[src/rtl/jse_pkg.sv]
`default_nettype none
// ----------------------------------------------------------------------------
// jse_pkg: shared types, constants and functions of the JSON string escaper
// Holds the channel payload structs, the job format queued between the front
// and back ends, the character constants and the UTF-8 classification helpers.
// ----------------------------------------------------------------------------
package jse_pkg;

    // Depth of the job queue between the front end and the back end.
    localparam int QUEUE_DEPTH = 4;

    // One input byte produces at most this many output units.
    localparam int MAX_UNITS  = 4;
    localparam int UNIT_IDX_W = $clog2(MAX_UNITS);
    localparam int UNIT_CNT_W = $clog2(MAX_UNITS + 1);
    localparam int CHAR_IDX_W = 3;

    // Characters that the escaper writes.
    localparam logic [7:0] CH_BACKSLASH = 8'h5C;
    localparam logic [7:0] CH_QUOTE     = 8'h22;
    localparam logic [7:0] CH_U         = 8'h75;
    localparam logic [7:0] CH_X         = 8'h78;
    localparam logic [7:0] CH_ZERO      = 8'h30;
    localparam logic [7:0] CH_LOWER_A   = 8'h61;

    // UTF-8 bounds (RFC 3629).
    localparam logic [7:0] CTRL_LIMIT   = 8'h20;
    localparam logic [7:0] ASCII_LIMIT  = 8'h80;
    localparam logic [7:0] LEAD2_LO     = 8'hC2;
    localparam logic [7:0] LEAD2_HI     = 8'hDF;
    localparam logic [7:0] LEAD3_LO     = 8'hE0;
    localparam logic [7:0] LEAD3_HI     = 8'hEF;
    localparam logic [7:0] LEAD4_LO     = 8'hF0;
    localparam logic [7:0] LEAD4_HI     = 8'hF4;
    localparam logic [7:0] LEAD_E0      = 8'hE0;
    localparam logic [7:0] LEAD_ED      = 8'hED;
    localparam logic [7:0] LEAD_F0      = 8'hF0;
    localparam logic [7:0] LEAD_F4      = 8'hF4;
    localparam logic [7:0] CONT_LO      = 8'h80;
    localparam logic [7:0] CONT_HI      = 8'hBF;
    localparam logic [7:0] E0_SECOND_LO = 8'hA0;
    localparam logic [7:0] ED_SECOND_HI = 8'h9F;
    localparam logic [7:0] F0_SECOND_LO = 8'h90;
    localparam logic [7:0] F4_SECOND_HI = 8'h8F;

    typedef struct packed {
        logic [7:0] data_byte;
        logic       end_of_text;
    } in_item_t;

    typedef struct packed {
        logic [7:0] out_byte;
        logic       last_of_run;
        logic       text_done;
    } out_item_t;

    // How one byte is rendered on the output.
    typedef enum logic [1:0] {
        UK_PASS,    // the byte itself
        UK_QUOTE,   // backslash, byte
        UK_CTRL,    // backslash, u, 0, 0, two hex digits
        UK_HEX      // two backslashes, x, two hex digits
    } unit_kind_t;

    typedef struct packed {
        unit_kind_t kind;
        logic [7:0] value;
    } unit_t;

    // Everything one input byte causes on the output.
    typedef struct packed {
        unit_t [MAX_UNITS-1:0]   units;
        logic  [UNIT_CNT_W-1:0]  unit_count;
        logic                    end_of_text;
    } job_t;

    function automatic logic [7:0] hex_digit(input logic [3:0] nib);
        logic [7:0] d;
        if (nib < 4'd10) begin
            d = CH_ZERO + {4'd0, nib};
        end else begin
            d = CH_LOWER_A + {4'd0, nib} - 8'd10;
        end
        return d;
    endfunction

    function automatic logic [2:0] lead_length(input logic [7:0] b);
        logic [2:0] len;
        if (b >= LEAD2_LO && b <= LEAD2_HI) begin
            len = 3'd2;
        end else if (b >= LEAD3_LO && b <= LEAD3_HI) begin
            len = 3'd3;
        end else if (b >= LEAD4_LO && b <= LEAD4_HI) begin
            len = 3'd4;
        end else begin
            len = 3'd0;
        end
        return len;
    endfunction

    function automatic logic second_byte_ok(input logic [7:0] lead, input logic [7:0] b);
        logic [7:0] lo;
        logic [7:0] hi;
        lo = CONT_LO;
        hi = CONT_HI;
        if (lead == LEAD_E0) lo = E0_SECOND_LO;
        if (lead == LEAD_ED) hi = ED_SECOND_HI;
        if (lead == LEAD_F0) lo = F0_SECOND_LO;
        if (lead == LEAD_F4) hi = F4_SECOND_HI;
        return (b >= lo) && (b <= hi);
    endfunction

    // Rendering of a byte that does not start a sequence.
    function automatic unit_kind_t fresh_kind(input logic [7:0] b);
        unit_kind_t k;
        if (b == CH_QUOTE || b == CH_BACKSLASH) begin
            k = UK_QUOTE;
        end else if (b < CTRL_LIMIT) begin
            k = UK_CTRL;
        end else if (b < ASCII_LIMIT) begin
            k = UK_PASS;
        end else begin
            k = UK_HEX;
        end
        return k;
    endfunction

    function automatic logic [CHAR_IDX_W-1:0] unit_length(input unit_kind_t k);
        logic [CHAR_IDX_W-1:0] len;
        case (k)
            UK_PASS:  len = 3'd1;
            UK_QUOTE: len = 3'd2;
            UK_CTRL:  len = 3'd6;
            UK_HEX:   len = 3'd5;
            default:  len = 3'd1;
        endcase
        return len;
    endfunction

endpackage
`default_nettype wire

[src/rtl/jse_front.sv]
`default_nettype none
// ----------------------------------------------------------------------------
// jse_front: input classification and UTF-8 sequence tracking
// Takes one byte per cycle while the job queue has room, tracks the pending
// UTF-8 sequence and turns bytes into back-end jobs of up to four output units.
// ----------------------------------------------------------------------------
module jse_front import jse_pkg::*; (
    input  wire logic     aclk,
    input  wire logic     aresetn,
    input  wire logic     s_valid,
    output logic          s_ready,
    input  wire in_item_t s_item,
    input  wire logic     q_full,
    output logic          q_push,
    output job_t          q_job
);

    logic [7:0] pend_reg  [3];
    logic [7:0] pend_next [3];
    logic [1:0] pcount_reg, pcount_next;
    logic [2:0] seqlen_reg, seqlen_next;

    logic                  in_fire;
    logic [7:0]            b;
    logic                  seq_ok;
    logic                  take_fresh;
    logic [UNIT_CNT_W-1:0] n;
    logic [2:0]            lead_len;

    assign s_ready  = !q_full;
    assign in_fire  = s_valid && s_ready;
    assign b        = s_item.data_byte;
    assign lead_len = lead_length(b);

    always_comb begin
        pend_next   = pend_reg;
        pcount_next = pcount_reg;
        seqlen_next = seqlen_reg;
        q_job       = '0;
        n           = '0;
        seq_ok      = 1'b0;
        take_fresh  = 1'b0;

        if (in_fire) begin
            if (pcount_reg == 2'd0) begin
                take_fresh = 1'b1;
            end else begin
                seq_ok = (pcount_reg == 2'd1) ? second_byte_ok(pend_reg[0], b)
                                              : (b[7:6] == 2'b10);
                if (seq_ok) begin
                    if ({1'b0, pcount_reg} + 3'd1 >= seqlen_reg) begin
                        // Sequence complete: pass all held bytes and this one.
                        for (int k = 0; k < 3; k++) begin
                            if (2'(k) < pcount_reg) begin
                                q_job.units[n[UNIT_IDX_W-1:0]] = '{UK_PASS, pend_reg[k]};
                                n = n + 1'b1;
                            end
                        end
                        q_job.units[n[UNIT_IDX_W-1:0]] = '{UK_PASS, b};
                        n = n + 1'b1;
                        pcount_next = 2'd0;
                        seqlen_next = 3'd0;
                    end else begin
                        pend_next[pcount_reg] = b;
                        pcount_next = pcount_reg + 2'd1;
                    end
                end else begin
                    // Broken sequence: escape the held bytes, then start over.
                    for (int k = 0; k < 3; k++) begin
                        if (2'(k) < pcount_reg) begin
                            q_job.units[n[UNIT_IDX_W-1:0]] = '{UK_HEX, pend_reg[k]};
                            n = n + 1'b1;
                        end
                    end
                    pcount_next = 2'd0;
                    seqlen_next = 3'd0;
                    take_fresh  = 1'b1;
                end
            end

            if (take_fresh) begin
                if (lead_len != 3'd0) begin
                    pend_next[0] = b;
                    pcount_next  = 2'd1;
                    seqlen_next  = lead_len;
                end else begin
                    q_job.units[n[UNIT_IDX_W-1:0]] = '{fresh_kind(b), b};
                    n = n + 1'b1;
                end
            end

            // End of text flushes whatever is still held.
            if (s_item.end_of_text && pcount_next != 2'd0) begin
                for (int k = 0; k < 3; k++) begin
                    if (2'(k) < pcount_next) begin
                        q_job.units[n[UNIT_IDX_W-1:0]] = '{UK_HEX, pend_next[k]};
                        n = n + 1'b1;
                    end
                end
                pcount_next = 2'd0;
                seqlen_next = 3'd0;
            end
        end

        q_job.unit_count  = n;
        q_job.end_of_text = s_item.end_of_text;
    end

    assign q_push = in_fire && (n != '0);

    always_ff @(posedge aclk) begin
        if (!aresetn) begin
            pcount_reg <= 2'd0;
            seqlen_reg <= 3'd0;
        end else begin
            pcount_reg <= pcount_next;
            seqlen_reg <= seqlen_next;
        end
    end

    always_ff @(posedge aclk) begin
        pend_reg <= pend_next;
    end

    a_held_below_length: assert property (@(posedge aclk) disable iff (!aresetn)
        pcount_reg != 2'd0 |-> seqlen_reg > {1'b0, pcount_reg})
        else $error("held byte count not below sequence length");

    a_eot_empties: assert property (@(posedge aclk) disable iff (!aresetn)
        (in_fire && s_item.end_of_text) |=> pcount_reg == 2'd0)
        else $error("bytes still held after end of text");

endmodule
`default_nettype wire

[src/rtl/jse_queue.sv]
`default_nettype none
// ----------------------------------------------------------------------------
// jse_queue: job queue between front end and back end
// A small first-in first-out buffer of jobs with a combinational head.
// ----------------------------------------------------------------------------
module jse_queue import jse_pkg::*; #(
    parameter int DEPTH = QUEUE_DEPTH
) (
    input  wire logic aclk,
    input  wire logic aresetn,
    input  wire logic push,
    input  wire job_t push_job,
    output logic      full,
    input  wire logic pop,
    output logic      head_valid,
    output job_t      head_job
);

    localparam int PTR_W = (DEPTH > 1) ? $clog2(DEPTH) : 1;
    localparam int CNT_W = $clog2(DEPTH + 1);

    job_t             mem_reg [DEPTH];
    logic [PTR_W-1:0] wr_ptr_reg, wr_ptr_next;
    logic [PTR_W-1:0] rd_ptr_reg, rd_ptr_next;
    logic [CNT_W-1:0] count_reg, count_next;

    assign full       = (count_reg == CNT_W'(DEPTH));
    assign head_valid = (count_reg != '0);
    assign head_job   = mem_reg[rd_ptr_reg];

    always_comb begin
        wr_ptr_next = wr_ptr_reg;
        rd_ptr_next = rd_ptr_reg;
        count_next  = count_reg;
        if (push) begin
            wr_ptr_next = (wr_ptr_reg == PTR_W'(DEPTH - 1)) ? '0 : wr_ptr_reg + 1'b1;
        end
        if (pop) begin
            rd_ptr_next = (rd_ptr_reg == PTR_W'(DEPTH - 1)) ? '0 : rd_ptr_reg + 1'b1;
        end
        if (push && !pop) begin
            count_next = count_reg + 1'b1;
        end else if (pop && !push) begin
            count_next = count_reg - 1'b1;
        end
    end

    always_ff @(posedge aclk) begin
        if (!aresetn) begin
            wr_ptr_reg <= '0;
            rd_ptr_reg <= '0;
            count_reg  <= '0;
        end else begin
            wr_ptr_reg <= wr_ptr_next;
            rd_ptr_reg <= rd_ptr_next;
            count_reg  <= count_next;
        end
    end

    always_ff @(posedge aclk) begin
        if (push) begin
            mem_reg[wr_ptr_reg] <= push_job;
        end
    end

    a_no_overflow: assert property (@(posedge aclk) disable iff (!aresetn)
        full |-> !push)
        else $error("job pushed into a full queue");

endmodule
`default_nettype wire

[src/rtl/jse_back.sv]
`default_nettype none
// ----------------------------------------------------------------------------
// jse_back: output expansion
// Walks the head job unit by unit, char by char, producing one escaped byte per
// cycle into the output register while a job waits and the consumer takes it.
// ----------------------------------------------------------------------------
module jse_back import jse_pkg::*; (
    input  wire logic  aclk,
    input  wire logic  aresetn,
    input  wire logic  q_valid,
    input  wire job_t  q_job,
    output logic       q_pop,
    output logic       m_valid,
    input  wire logic  m_ready,
    output out_item_t  m_item
);

    logic [UNIT_IDX_W-1:0] unit_idx_reg, unit_idx_next;
    logic [CHAR_IDX_W-1:0] char_idx_reg, char_idx_next;
    logic                  m_valid_reg, m_valid_next;
    out_item_t             m_item_reg, m_item_next;

    unit_t                 cur;
    logic [CHAR_IDX_W-1:0] cur_len;
    logic                  char_last;
    logic                  unit_last;
    logic                  load;
    logic [7:0]            ch;

    assign cur       = q_job.units[unit_idx_reg];
    assign cur_len   = unit_length(cur.kind);
    assign char_last = (char_idx_reg == cur_len - 1'b1);
    assign unit_last = (UNIT_CNT_W'(unit_idx_reg) == q_job.unit_count - 1'b1);
    assign load      = q_valid && (!m_valid_reg || m_ready);

    always_comb begin
        ch = cur.value;
        case (cur.kind)
            UK_PASS: begin
                ch = cur.value;
            end
            UK_QUOTE: begin
                ch = (char_idx_reg == 3'd0) ? CH_BACKSLASH : cur.value;
            end
            UK_CTRL: begin
                case (char_idx_reg)
                    3'd0:    ch = CH_BACKSLASH;
                    3'd1:    ch = CH_U;
                    3'd2:    ch = CH_ZERO;
                    3'd3:    ch = CH_ZERO;
                    3'd4:    ch = hex_digit(cur.value[7:4]);
                    default: ch = hex_digit(cur.value[3:0]);
                endcase
            end
            UK_HEX: begin
                case (char_idx_reg)
                    3'd0:    ch = CH_BACKSLASH;
                    3'd1:    ch = CH_BACKSLASH;
                    3'd2:    ch = CH_X;
                    3'd3:    ch = hex_digit(cur.value[7:4]);
                    default: ch = hex_digit(cur.value[3:0]);
                endcase
            end
            default: begin
                ch = cur.value;
            end
        endcase
    end

    always_comb begin
        unit_idx_next = unit_idx_reg;
        char_idx_next = char_idx_reg;
        m_valid_next  = m_valid_reg;
        m_item_next   = m_item_reg;
        q_pop         = 1'b0;

        if (m_valid_reg && m_ready) begin
            m_valid_next = 1'b0;
        end

        if (load) begin
            m_valid_next            = 1'b1;
            m_item_next.out_byte    = ch;
            m_item_next.last_of_run = char_last && unit_last;
            m_item_next.text_done   = char_last && unit_last && q_job.end_of_text;
            if (char_last) begin
                char_idx_next = '0;
                if (unit_last) begin
                    unit_idx_next = '0;
                    q_pop         = 1'b1;
                end else begin
                    unit_idx_next = unit_idx_reg + 1'b1;
                end
            end else begin
                char_idx_next = char_idx_reg + 1'b1;
            end
        end
    end

    always_ff @(posedge aclk) begin
        if (!aresetn) begin
            unit_idx_reg <= '0;
            char_idx_reg <= '0;
            m_valid_reg  <= 1'b0;
        end else begin
            unit_idx_reg <= unit_idx_next;
            char_idx_reg <= char_idx_next;
            m_valid_reg  <= m_valid_next;
        end
    end

    always_ff @(posedge aclk) begin
        m_item_reg <= m_item_next;
    end

    assign m_valid = m_valid_reg;
    assign m_item  = m_item_reg;

    a_unit_in_job: assert property (@(posedge aclk) disable iff (!aresetn)
        q_valid |-> (q_job.unit_count != '0) &&
                    (UNIT_CNT_W'(unit_idx_reg) < q_job.unit_count))
        else $error("unit index outside the head job");

    a_char_in_unit: assert property (@(posedge aclk) disable iff (!aresetn)
        q_valid |-> char_idx_reg < cur_len)
        else $error("character index outside the current unit");

    a_pop_on_run_end: assert property (@(posedge aclk) disable iff (!aresetn)
        q_pop |=> m_valid && m_item.last_of_run)
        else $error("job retired without marking the end of its run");

endmodule
`default_nettype wire

[src/rtl/json_string_escape_utf8.sv]
`default_nettype none
// ----------------------------------------------------------------------------
// json_string_escape_utf8: JSON string escaper with strict UTF-8 validation
// Escapes a byte stream for a JSON string and checks UTF-8 sequences.
// ----------------------------------------------------------------------------
// The block takes one text byte per transfer on the s_ channel and gives the
// escaped text one byte per transfer on the m_ channel. A quote or backslash
// gets a leading backslash, a control byte becomes a \u00xx escape, and other
// ASCII bytes pass unchanged. A well-formed UTF-8 sequence is held until it
// completes and then passes whole; an ill-formed or cut-off sequence has each
// held byte written as \\x followed by two lower-case hex digits. last_of_run
// marks the final output byte caused by an input byte, and text_done marks
// the final output byte of an input that carries end_of_text. A byte that only
// extends a pending sequence produces no output. The front end accepts one
// input byte every cycle while its job queue has room, and the back end sends
// one output byte every cycle a job waits and the consumer takes it; an input
// byte expands into zero to twenty-one output bytes, and the output rate of one
// byte per cycle of the back end sets the sustained throughput.
// Between an input transfer and its first output byte lie the job queue and the
// output register: the job enters the queue at the transfer edge, and the output
// register loads the first byte once the job heads the queue and the register is free.
// ----------------------------------------------------------------------------
module json_string_escape_utf8 import jse_pkg::*; #(
    parameter int QUEUE_DEPTH_P = QUEUE_DEPTH
) (
    input  wire logic      aclk,
    input  wire logic      aresetn,
    input  wire logic      s_valid,
    output logic           s_ready,
    input  wire in_item_t  s_item,
    output logic           m_valid,
    input  wire logic      m_ready,
    output out_item_t      m_item
);

    // Jobs travel from the front end to the back end through the queue.
    logic q_full;
    logic q_push;
    job_t q_push_job;
    logic q_pop;
    logic q_head_valid;
    job_t q_head_job;

    // The front end classifies each byte and tracks the pending sequence.
    jse_front u_front (
        .aclk    (aclk),
        .aresetn (aresetn),
        .s_valid (s_valid),
        .s_ready (s_ready),
        .s_item  (s_item),
        .q_full  (q_full),
        .q_push  (q_push),
        .q_job   (q_push_job)
    );

    // The queue lets the front end keep accepting while the back end expands.
    jse_queue #(
        .DEPTH (QUEUE_DEPTH_P)
    ) u_queue (
        .aclk       (aclk),
        .aresetn    (aresetn),
        .push       (q_push),
        .push_job   (q_push_job),
        .full       (q_full),
        .pop        (q_pop),
        .head_valid (q_head_valid),
        .head_job   (q_head_job)
    );

    // The back end renders each job into output bytes under backpressure.
    jse_back u_back (
        .aclk    (aclk),
        .aresetn (aresetn),
        .q_valid (q_head_valid),
        .q_job   (q_head_job),
        .q_pop   (q_pop),
        .m_valid (m_valid),
        .m_ready (m_ready),
        .m_item  (m_item)
    );

endmodule
`default_nettype wire
[config.mk]
export PLATFORM = sky130hd
export DESIGN_NAME = json_string_escape_utf8
export DESIGN_NICKNAME = d
export VERILOG_FILES = /design/src/rtl/jse_pkg.sv /design/src/rtl/jse_front.sv /design/src/rtl/jse_queue.sv /design/src/rtl/jse_back.sv /design/src/rtl/json_string_escape_utf8.sv
export SDC_FILE = /design/constraint.sdc
export NUM_CORES = 1
export LEC_CHECK = 0
export BUFFER_PORTS_ARGS = -buffer_cell sky130_fd_sc_hd__buf_2
export CAP_MARGIN = 10
export CORE_MARGIN = 4
export CORE_UTILIZATION = 25
export DETAILED_ROUTE_END_ITERATION = 10
export HOLD_SLACK_MARGIN = 0.12
export PLACE_DENSITY = 0.39
export SYNTH_ARGS = -nofsm -noshare
export SYNTH_HDL_FRONTEND = slang
export SYNTH_SLANG_ARGS = --single-unit
[constraint.sdc]
create_clock -name aclk -period 10 [get_ports aclk]
set_input_delay 0.5 -clock aclk [delete_from_list [all_inputs] [get_ports aclk]]
set_output_delay 0.5 -clock aclk [all_outputs]
set_load 0.05 [all_outputs]
# After elaboration in Yosys (flattened, before gate mapping)
# Memories as Yosys holds them, arrays and structs flattened. A register that Yosys moved wholly into a read port is not among the register bits.
# Index checks and enable logic that the tools add are counted.
# totals
regBits,52
ram_bits,176
in_bits,13
word_cells,316
memories,1
# memory_table
memory,words,width,read_ports,rd_ports_with_merged_regs,write_ports,line,text
u_queue.mem_reg,4,44,1,1,1,jse_queue.sv:22,job_t mem_reg [DEPTH];
# classes
n_addsub,25
order_cmp,40
n_eq_ne,20
mux,174
n_bitwise,1
reduce_logical,41
# ops
operator,n
2-to-1 mux 40 bit,31
bitwise mux 40 bit,9
demux 10 bit (select 2 bit),9
2-to-1 mux 10 bit,18
2-to-1 mux 3 bit,50
2-to-1 mux 24 bit,4
2-to-1 mux 8 bit,12
one-hot mux 8 bit (4 select lines),2
2-to-1 mux 2 bit,18
"adder 3 x 1 -> 3 bit, second input constant",11
"equality test 8 bit, second input constant",4
"< comparator 2 x 3 -> 1 bit, second input constant",10
bitwise mux 24 bit,1
"greater-or-equal comparator 8 bit, second input constant",3
"<= comparator 8 bit, second input constant",3
2-to-1 mux 6 bit,4
one-hot mux 8 bit (3 select lines),1
logical AND 1 bit,23
binary-select mux 10 bit (select 2 bit),1
"greater-or-equal comparator 2 x 1 -> 1 bit, second input constant",9
"adder 7 x 4 -> 8 bit, first input constant",2
demux 8 bit (select 2 bit),1
"subtractor 8 x 4 -> 8 bit, second input constant",2
"adder 6 x 4 -> 7 bit, first input constant",2
other kinds (33),71

# Logic depth before layout (Yosys ltp)
# logic_depth
depth_word,50
ltp_mapped,29
depth_no_buf,28

# Modules after synthesis
# Synthesis repeated with hierarchy kept, for this count alone.
# unflattened
hier_cells,1014
hier_area_um2,12644.6
# by_module_without_submodules
mod,instances,cells_per_inst,area_per_inst_um2,seq_area_each_um2
jse_queue,1,274,6866.6,5465.2
jse_front,1,554,4038.9,820.8
jse_back,1,186,1739.2,420.4

# Worst setup path after synthesis
# Ideal clock, no wire load.
# synth_path
path_type,register -> register
from,reg u_front.pcount_reg[0]
to,"mem u_queue.mem_reg[0][0] in the netlist's numbering, enable pin"
setup_time_ns,0.451
arrival_time_ns,6.661
t_required_ns,9.549
setup_slack_ns,2.888
stages_incl_launch_ff,20
n_path_buf,0
synth_period_minus_slack_ns,7.112
cell_sequence,dfxtp_1 inv_1 ha_1 ha_1 nand2_1 o21ai_1 nand2_1 mux2i_1 nand2_1 ha_1 nand3_1 a21oi_1 nor3_1 inv_1 ha_1 nand4_1 a2111oi_2 o211a_2 nor3_4 nor2b_1
# synth_between
elab_chain_cells,43
# synth_lines
item,line,text
from (decl),jse_front.sv:20,"logic [1:0] pcount_reg, pcount_next;"
from (signal assigned),jse_front.sv:116,pcount_reg <= pcount_next;
< comparator 1 x 2 -> 1 bit,"jse_front.sv:54, jse_front.sv:70",
2-to-1 mux 1 bit,"jse_front.sv:54, jse_front.sv:70",
2-to-1 mux 3 bit,jse_front.sv:51,"if ({1'b0, pcount_reg} + 3'd1 >= seqlen_reg) begin"
2-to-1 mux 3 bit,jse_front.sv:50,if (seq_ok) begin
2-to-1 mux 3 bit,jse_front.sv:45,if (pcount_reg == 2'd0) begin
2-to-1 mux 3 bit,jse_front.sv:44,if (in_fire) begin
adder 3 x 1 -> 3 bit,jse_front.sv:56,n = n + 1'b1;
2-to-1 mux 3 bit,jse_front.sv:54,if (2'(k) < pcount_reg) begin
[... 27 more ...],--,
adder 3 x 1 -> 3 bit,jse_front.sv:97,n = n + 1'b1;
2-to-1 mux 3 bit,jse_front.sv:95,if (2'(k) < pcount_next) begin
2-to-1 mux 3 bit (*),jse_front.sv:93,if (s_item.end_of_text && pcount_next != 2'd0) begin
2-to-1 mux 3 bit (*),jse_front.sv:44,
nonzero test 3 bit (*),jse_front.sv:109,assign q_push = in_fire && (n != '0);
logical AND 1 bit (*),jse_front.sv:109,
2-to-1 mux 1 bit (*),jse_queue.sv:61,if (push) begin
2-to-1 mux 1 bit (not written as such) (*),jse_queue.sv:62,mem_reg[wr_ptr_reg] <= push_job;
to (decl),jse_queue.sv:22,
# Every way passes the cells marked *; elsewhere a longest branch is shown, timed or not. The select of a mux whose other input is x is not followed.

# Worst setup path after layout
# layout_path
from,reg u_front.pcount_reg[0]
to,reg u_queue.count_reg[2]
# layout_between
elab_chain_cells,44
# layout_lines
item,line,text
< comparator 1 x 2 -> 1 bit,"jse_front.sv:54, jse_front.sv:70",
2-to-1 mux 1 bit,"jse_front.sv:54, jse_front.sv:70",
2-to-1 mux 3 bit,jse_front.sv:51,
2-to-1 mux 3 bit,jse_front.sv:50,
2-to-1 mux 3 bit,jse_front.sv:45,
2-to-1 mux 3 bit,jse_front.sv:44,
adder 3 x 1 -> 3 bit,jse_front.sv:56,
2-to-1 mux 3 bit,jse_front.sv:54,
[... 29 more ...],--,
2-to-1 mux 3 bit (*),jse_front.sv:93,
2-to-1 mux 3 bit (*),jse_front.sv:44,
nonzero test 3 bit (*),jse_front.sv:109,
logical AND 1 bit (*),jse_front.sv:109,
net q_push,json_string_escape_utf8.sv:38,logic q_push;
logical NOT 1 bit,jse_queue.sv:43,end else if (pop && !push) begin
logical AND 1 bit,jse_queue.sv:43,
nonzero test 2 bit (no source line),--,
to (signal assigned),jse_queue.sv:56,count_reg <= count_next;
to (decl),jse_queue.sv:25,"logic [CNT_W-1:0] count_reg, count_next;"
# The timed path passes the listed nets; every way through them passes the cells marked *. The select of a mux whose other input is x is not followed.
# A chain may end at the register's enable or synchronous reset.

==> results.py <==
metrics = {
    "setup_path": {
        "crit_arrival_ps": 7820,
        "crit_path_top_delay_cell": "o21ai_1",
        "crit_buf_inv": 5,
        "max_stage_delay_ps": 840,
        "criticalPathCategory": "flip-flop to flip-flop",
        "cp_max_fo": 11,
        "crit_top_cell": "ha_1",
        "cp-start-kind": "flip-flop",
        "required_ps": 10500,
        "cp_top_family": "simple AND/OR/NAND/NOR gates",
        "cp-end-kind": "flip-flop",
    },
    "detailed_routing": {
        "drtIter0Drc": 772,
        "first_pass_iters": 7,
        "wirelength_um": 37500,
        "avgRoutedWirePerCell_um": 23.1,
        "via_per_inst": 5.23,
        "drc_errors": 0,
        "drtAntennaViolNets": 0,
        "via_count": 8498,
    },
    "pwr": {
        "vdd_ir_drop_max_mv": 0.121,
        "p_leak_nw": 4.75,
        "netSwitchingFraction": 0.344,
        "seqPwrFrac": 0.392,
        "power_frac_comb": 0.294,
        "power-per-cell-area_nw_per_um2": 245,
        "power_switching_mw": 1.18,
        "p_int_mw": 2.26,
        "pwr-share-clk": 0.314,
    },
    "floorplanning": {
        "die_y_um": 229,
        "core_um2": 48000,
        "io_pins": 25,
        "rows": 80,
        "dieArea_um2": 52600,
        "die_x_um": 229,
        "start_util": 0.255,
    },
    "clock_network": {
        "clk_pin_slew_ps": 60,
        "cts_resized": 0,
        "cts_root_buffer": "clkbuf_16",
        "hold_buffers": 0,
        "insertion_delay_ps": 570,
        "cts_buffer_depth": 3,
        "cts_sinks": 230,
        "ctsHtreeMaxLevel": 1,
        "cts_inserted_buffers": 29,
        "post_cts.repair.setup_buffers": 0,
        "cts_tree": "yes",
    },
    "cells_and_area": {
        "num-fill-cells": 4894,
        "drive_above_1_share": 0.176,
        "finalNetCount": 1037,
        "areaGrowthSynthToFinish_pct": 14.9,
        "num_antenna_cells": 0,
        "final_util": 0.293,
        "largest_reg_flops": 176,
        "stdcell_count": 1624,
    },
    "synthesis": {
        "synth_nets": 1015,
        "synth.avg_cell_area_um2": 12.7,
        "netlist_instances": 964,
        "synth-edff-count": 210,
        "ys_ff_latch": 230,
        "ys_seq_area_frac": 0.548,
        "yosysUniqueCellTypes": 82,
        "syn_area_um2": 12200,
        "synth_area_leaders": "edfxtp_1, mux4_2, ha_1",
        "synth_async_sr_flop_share": 0,
        "yosys_warnings": 0,
        "synth_ff_type": "edfxtp_1",
        "synth_top_cell_area_share": 0.515,
        "yosysTopAreaCell": "edfxtp_1",
    },
    "outcome": {
        "status": "finished, final reports clean",
    },
    "min_path": {
        "hp-class": "primary input to flip-flop",
    },
    "timing": {
        "worst-slew-pin-transition_ps": 1090,
        "rsz0062_at_grt": "no",
        "finalCriticalPeriod_ps": 7320,
        "setup_viol": 0,
        "min_period_over_period": 0.732,
        "finalSetupTns_ps": 0,
        "maxSlewViolCount": 0,
        "timing.fmax_mhz": 137,
        "slew_headroom": 0.270,
        "skew_ps": 13.6,
        "hold_viol": 0,
    },
    "place": {
        "place_hpwl_um": 25800,
        "portBuffers": 24,
        "dp.cells": 1570,
        "gp_congestion": 0.854,
    },
    "grt": {
        "grt_pass1_vias": 8516,
        "antenna_found_initial": 1,
        "grt_use_total": 0.139,
        "grt_overflow": 0,
        "grt_pass1_wl_um": 56700,
        "grt_max_degree": 45,
    },
    "flow_run": {
        "drv_cap": 0,
    },
}
## power groups by stage
stage | Clock [mW] | Sequential (mW) | Combinational (mW)
3_3_place_gp | 0 | 1.37 | 1.03
3_5_place_dp | 0 | 1.37 | 1.02
5_1_grt | 1.16 | 1.37 | 1.12
2_1_floorplan | 0 | 1.42 | 0.662
6_report | 1.08 | 1.35 | 1.01
4_1_cts | 1.12 | 1.35 | 1.03
## per-stage QoR
step / instance area [µm²] / power (mW) / hold slack [ps] / setup slack (ps)
6_report: 14100 / 3.44 / 219 / 2680
5_1_grt: 14100 / 3.64 / 233 / 2120
4_1_cts: 14100 / 3.50 / 190 / 2720
3_5_place_dp: 13100 / 2.40 / 479 / 2760
3_3_place_gp: 13100 / 2.40 / 476 / 2900
2_1_floorplan: 12200 / 2.08 / 445 / 2890
## layout make-up
class / instances / area, µm² / share of cell area
flip-flops and latches: 230 / 6710 / 0.477
multi-input cells: 630 / 5150 / 0.366
well taps: 615 / 769 / 0.0547
clock buffers: 31 / 733 / 0.0521
clock inverters: 23 / 254 / 0.0181
repair buffers: 39 / 233 / 0.0165
inverters: 56 / 210 / 0.0149
## routing by layer
layer / vias to the layer above / track usage / part of all wire
met4: 0 / 0.0280 / 0.021
met5: - / 0 / 0
li1: 3850 / - / -
met3: 57 / 0.0210 / 0.049
met1: 4335 / 0.200 / 0.47
met2: 256 / 0.224 / 0.46
## cell families after synthesis
| family | share of synthesized area |
|---|---|
| AO/OA/AOI/OAI | 0.148 |
| adder cells (fa/ha/maj) | 0.0395 |
| XOR/XNOR | 0.0115 |
| flip-flops | 0.548 |
| multiplexers | 0.112 |
| buffers and inverters | 0.0337 |
| AND/OR/NAND/NOR | 0.108 |
## worst reg2reg max path: stages, from the launching register on
cell and delay [ps]:
dfxtp_1 580, inv_1 180, ha_1 430, ha_1 310, nand2_1 60, o21ai_1 840, nand2_1 120, nor2_1 200
o21bai_1 250, inv_2 100, ha_1 290, nand3_1 70, a21oi_1 60, nor3_1 380, inv_1 120, ha_1 410
nand4_1 380, a2111oi_2 570, nor4_2 130, nor3_4 590, inv_1 110, ha_1 250, inv_1 80, fa_1 190
xor2_1 80, or3_1 300, a21boi_0 150
## cells in the final DEF, fill, tap and decap left out, drive strengths merged, types with 12 or more instances in the layout
cell type / netlist / routed
nand3: 16 / 16
a21oi: 40 / 40
buf: 17 / 39
nor3: 22 / 22
mux2i: 20 / 20
nand2: 79 / 79
and3: 15 / 15
o21ai: 33 / 33
mux4: 47 / 47
a221oi: 19 / 19
nor2: 59 / 59
inv: 56 / 62
o22ai: 12 / 12
clkbuf: 31 / 31
ha: 37 / 37
a211oi: 15 / 15
nor2b: 15 / 15
edfxtp: 210 / 210
dfxtp: 20 / 20
a22oi: 19 / 19
## worst paths after layout
kind,to,from,slack (ps),cells past startpoint
worst max-delay path,u_queue.count_reg[2],u_front.pcount_reg[0],2680,26
worst min-delay path,u_back.m_valid,m_ready,220,4
worst max register to register,u_queue.count_reg[2],u_front.pcount_reg[0],2680,26
worst min register to register,u_front.seqlen_reg[0],u_front.seqlen_reg[0],480,2
## synthesized netlist by cell type (all sizes together), types with 20 or more instances
cell    instances
ha             37
dfxtp          20
inv            56
edfxtp        210
a21oi          40
clkbuf         31
nor3           22
o21ai          33
nand2          79
mux4           47
mux2i          20
nor2           59
Power figures use the tool's default switching activity.
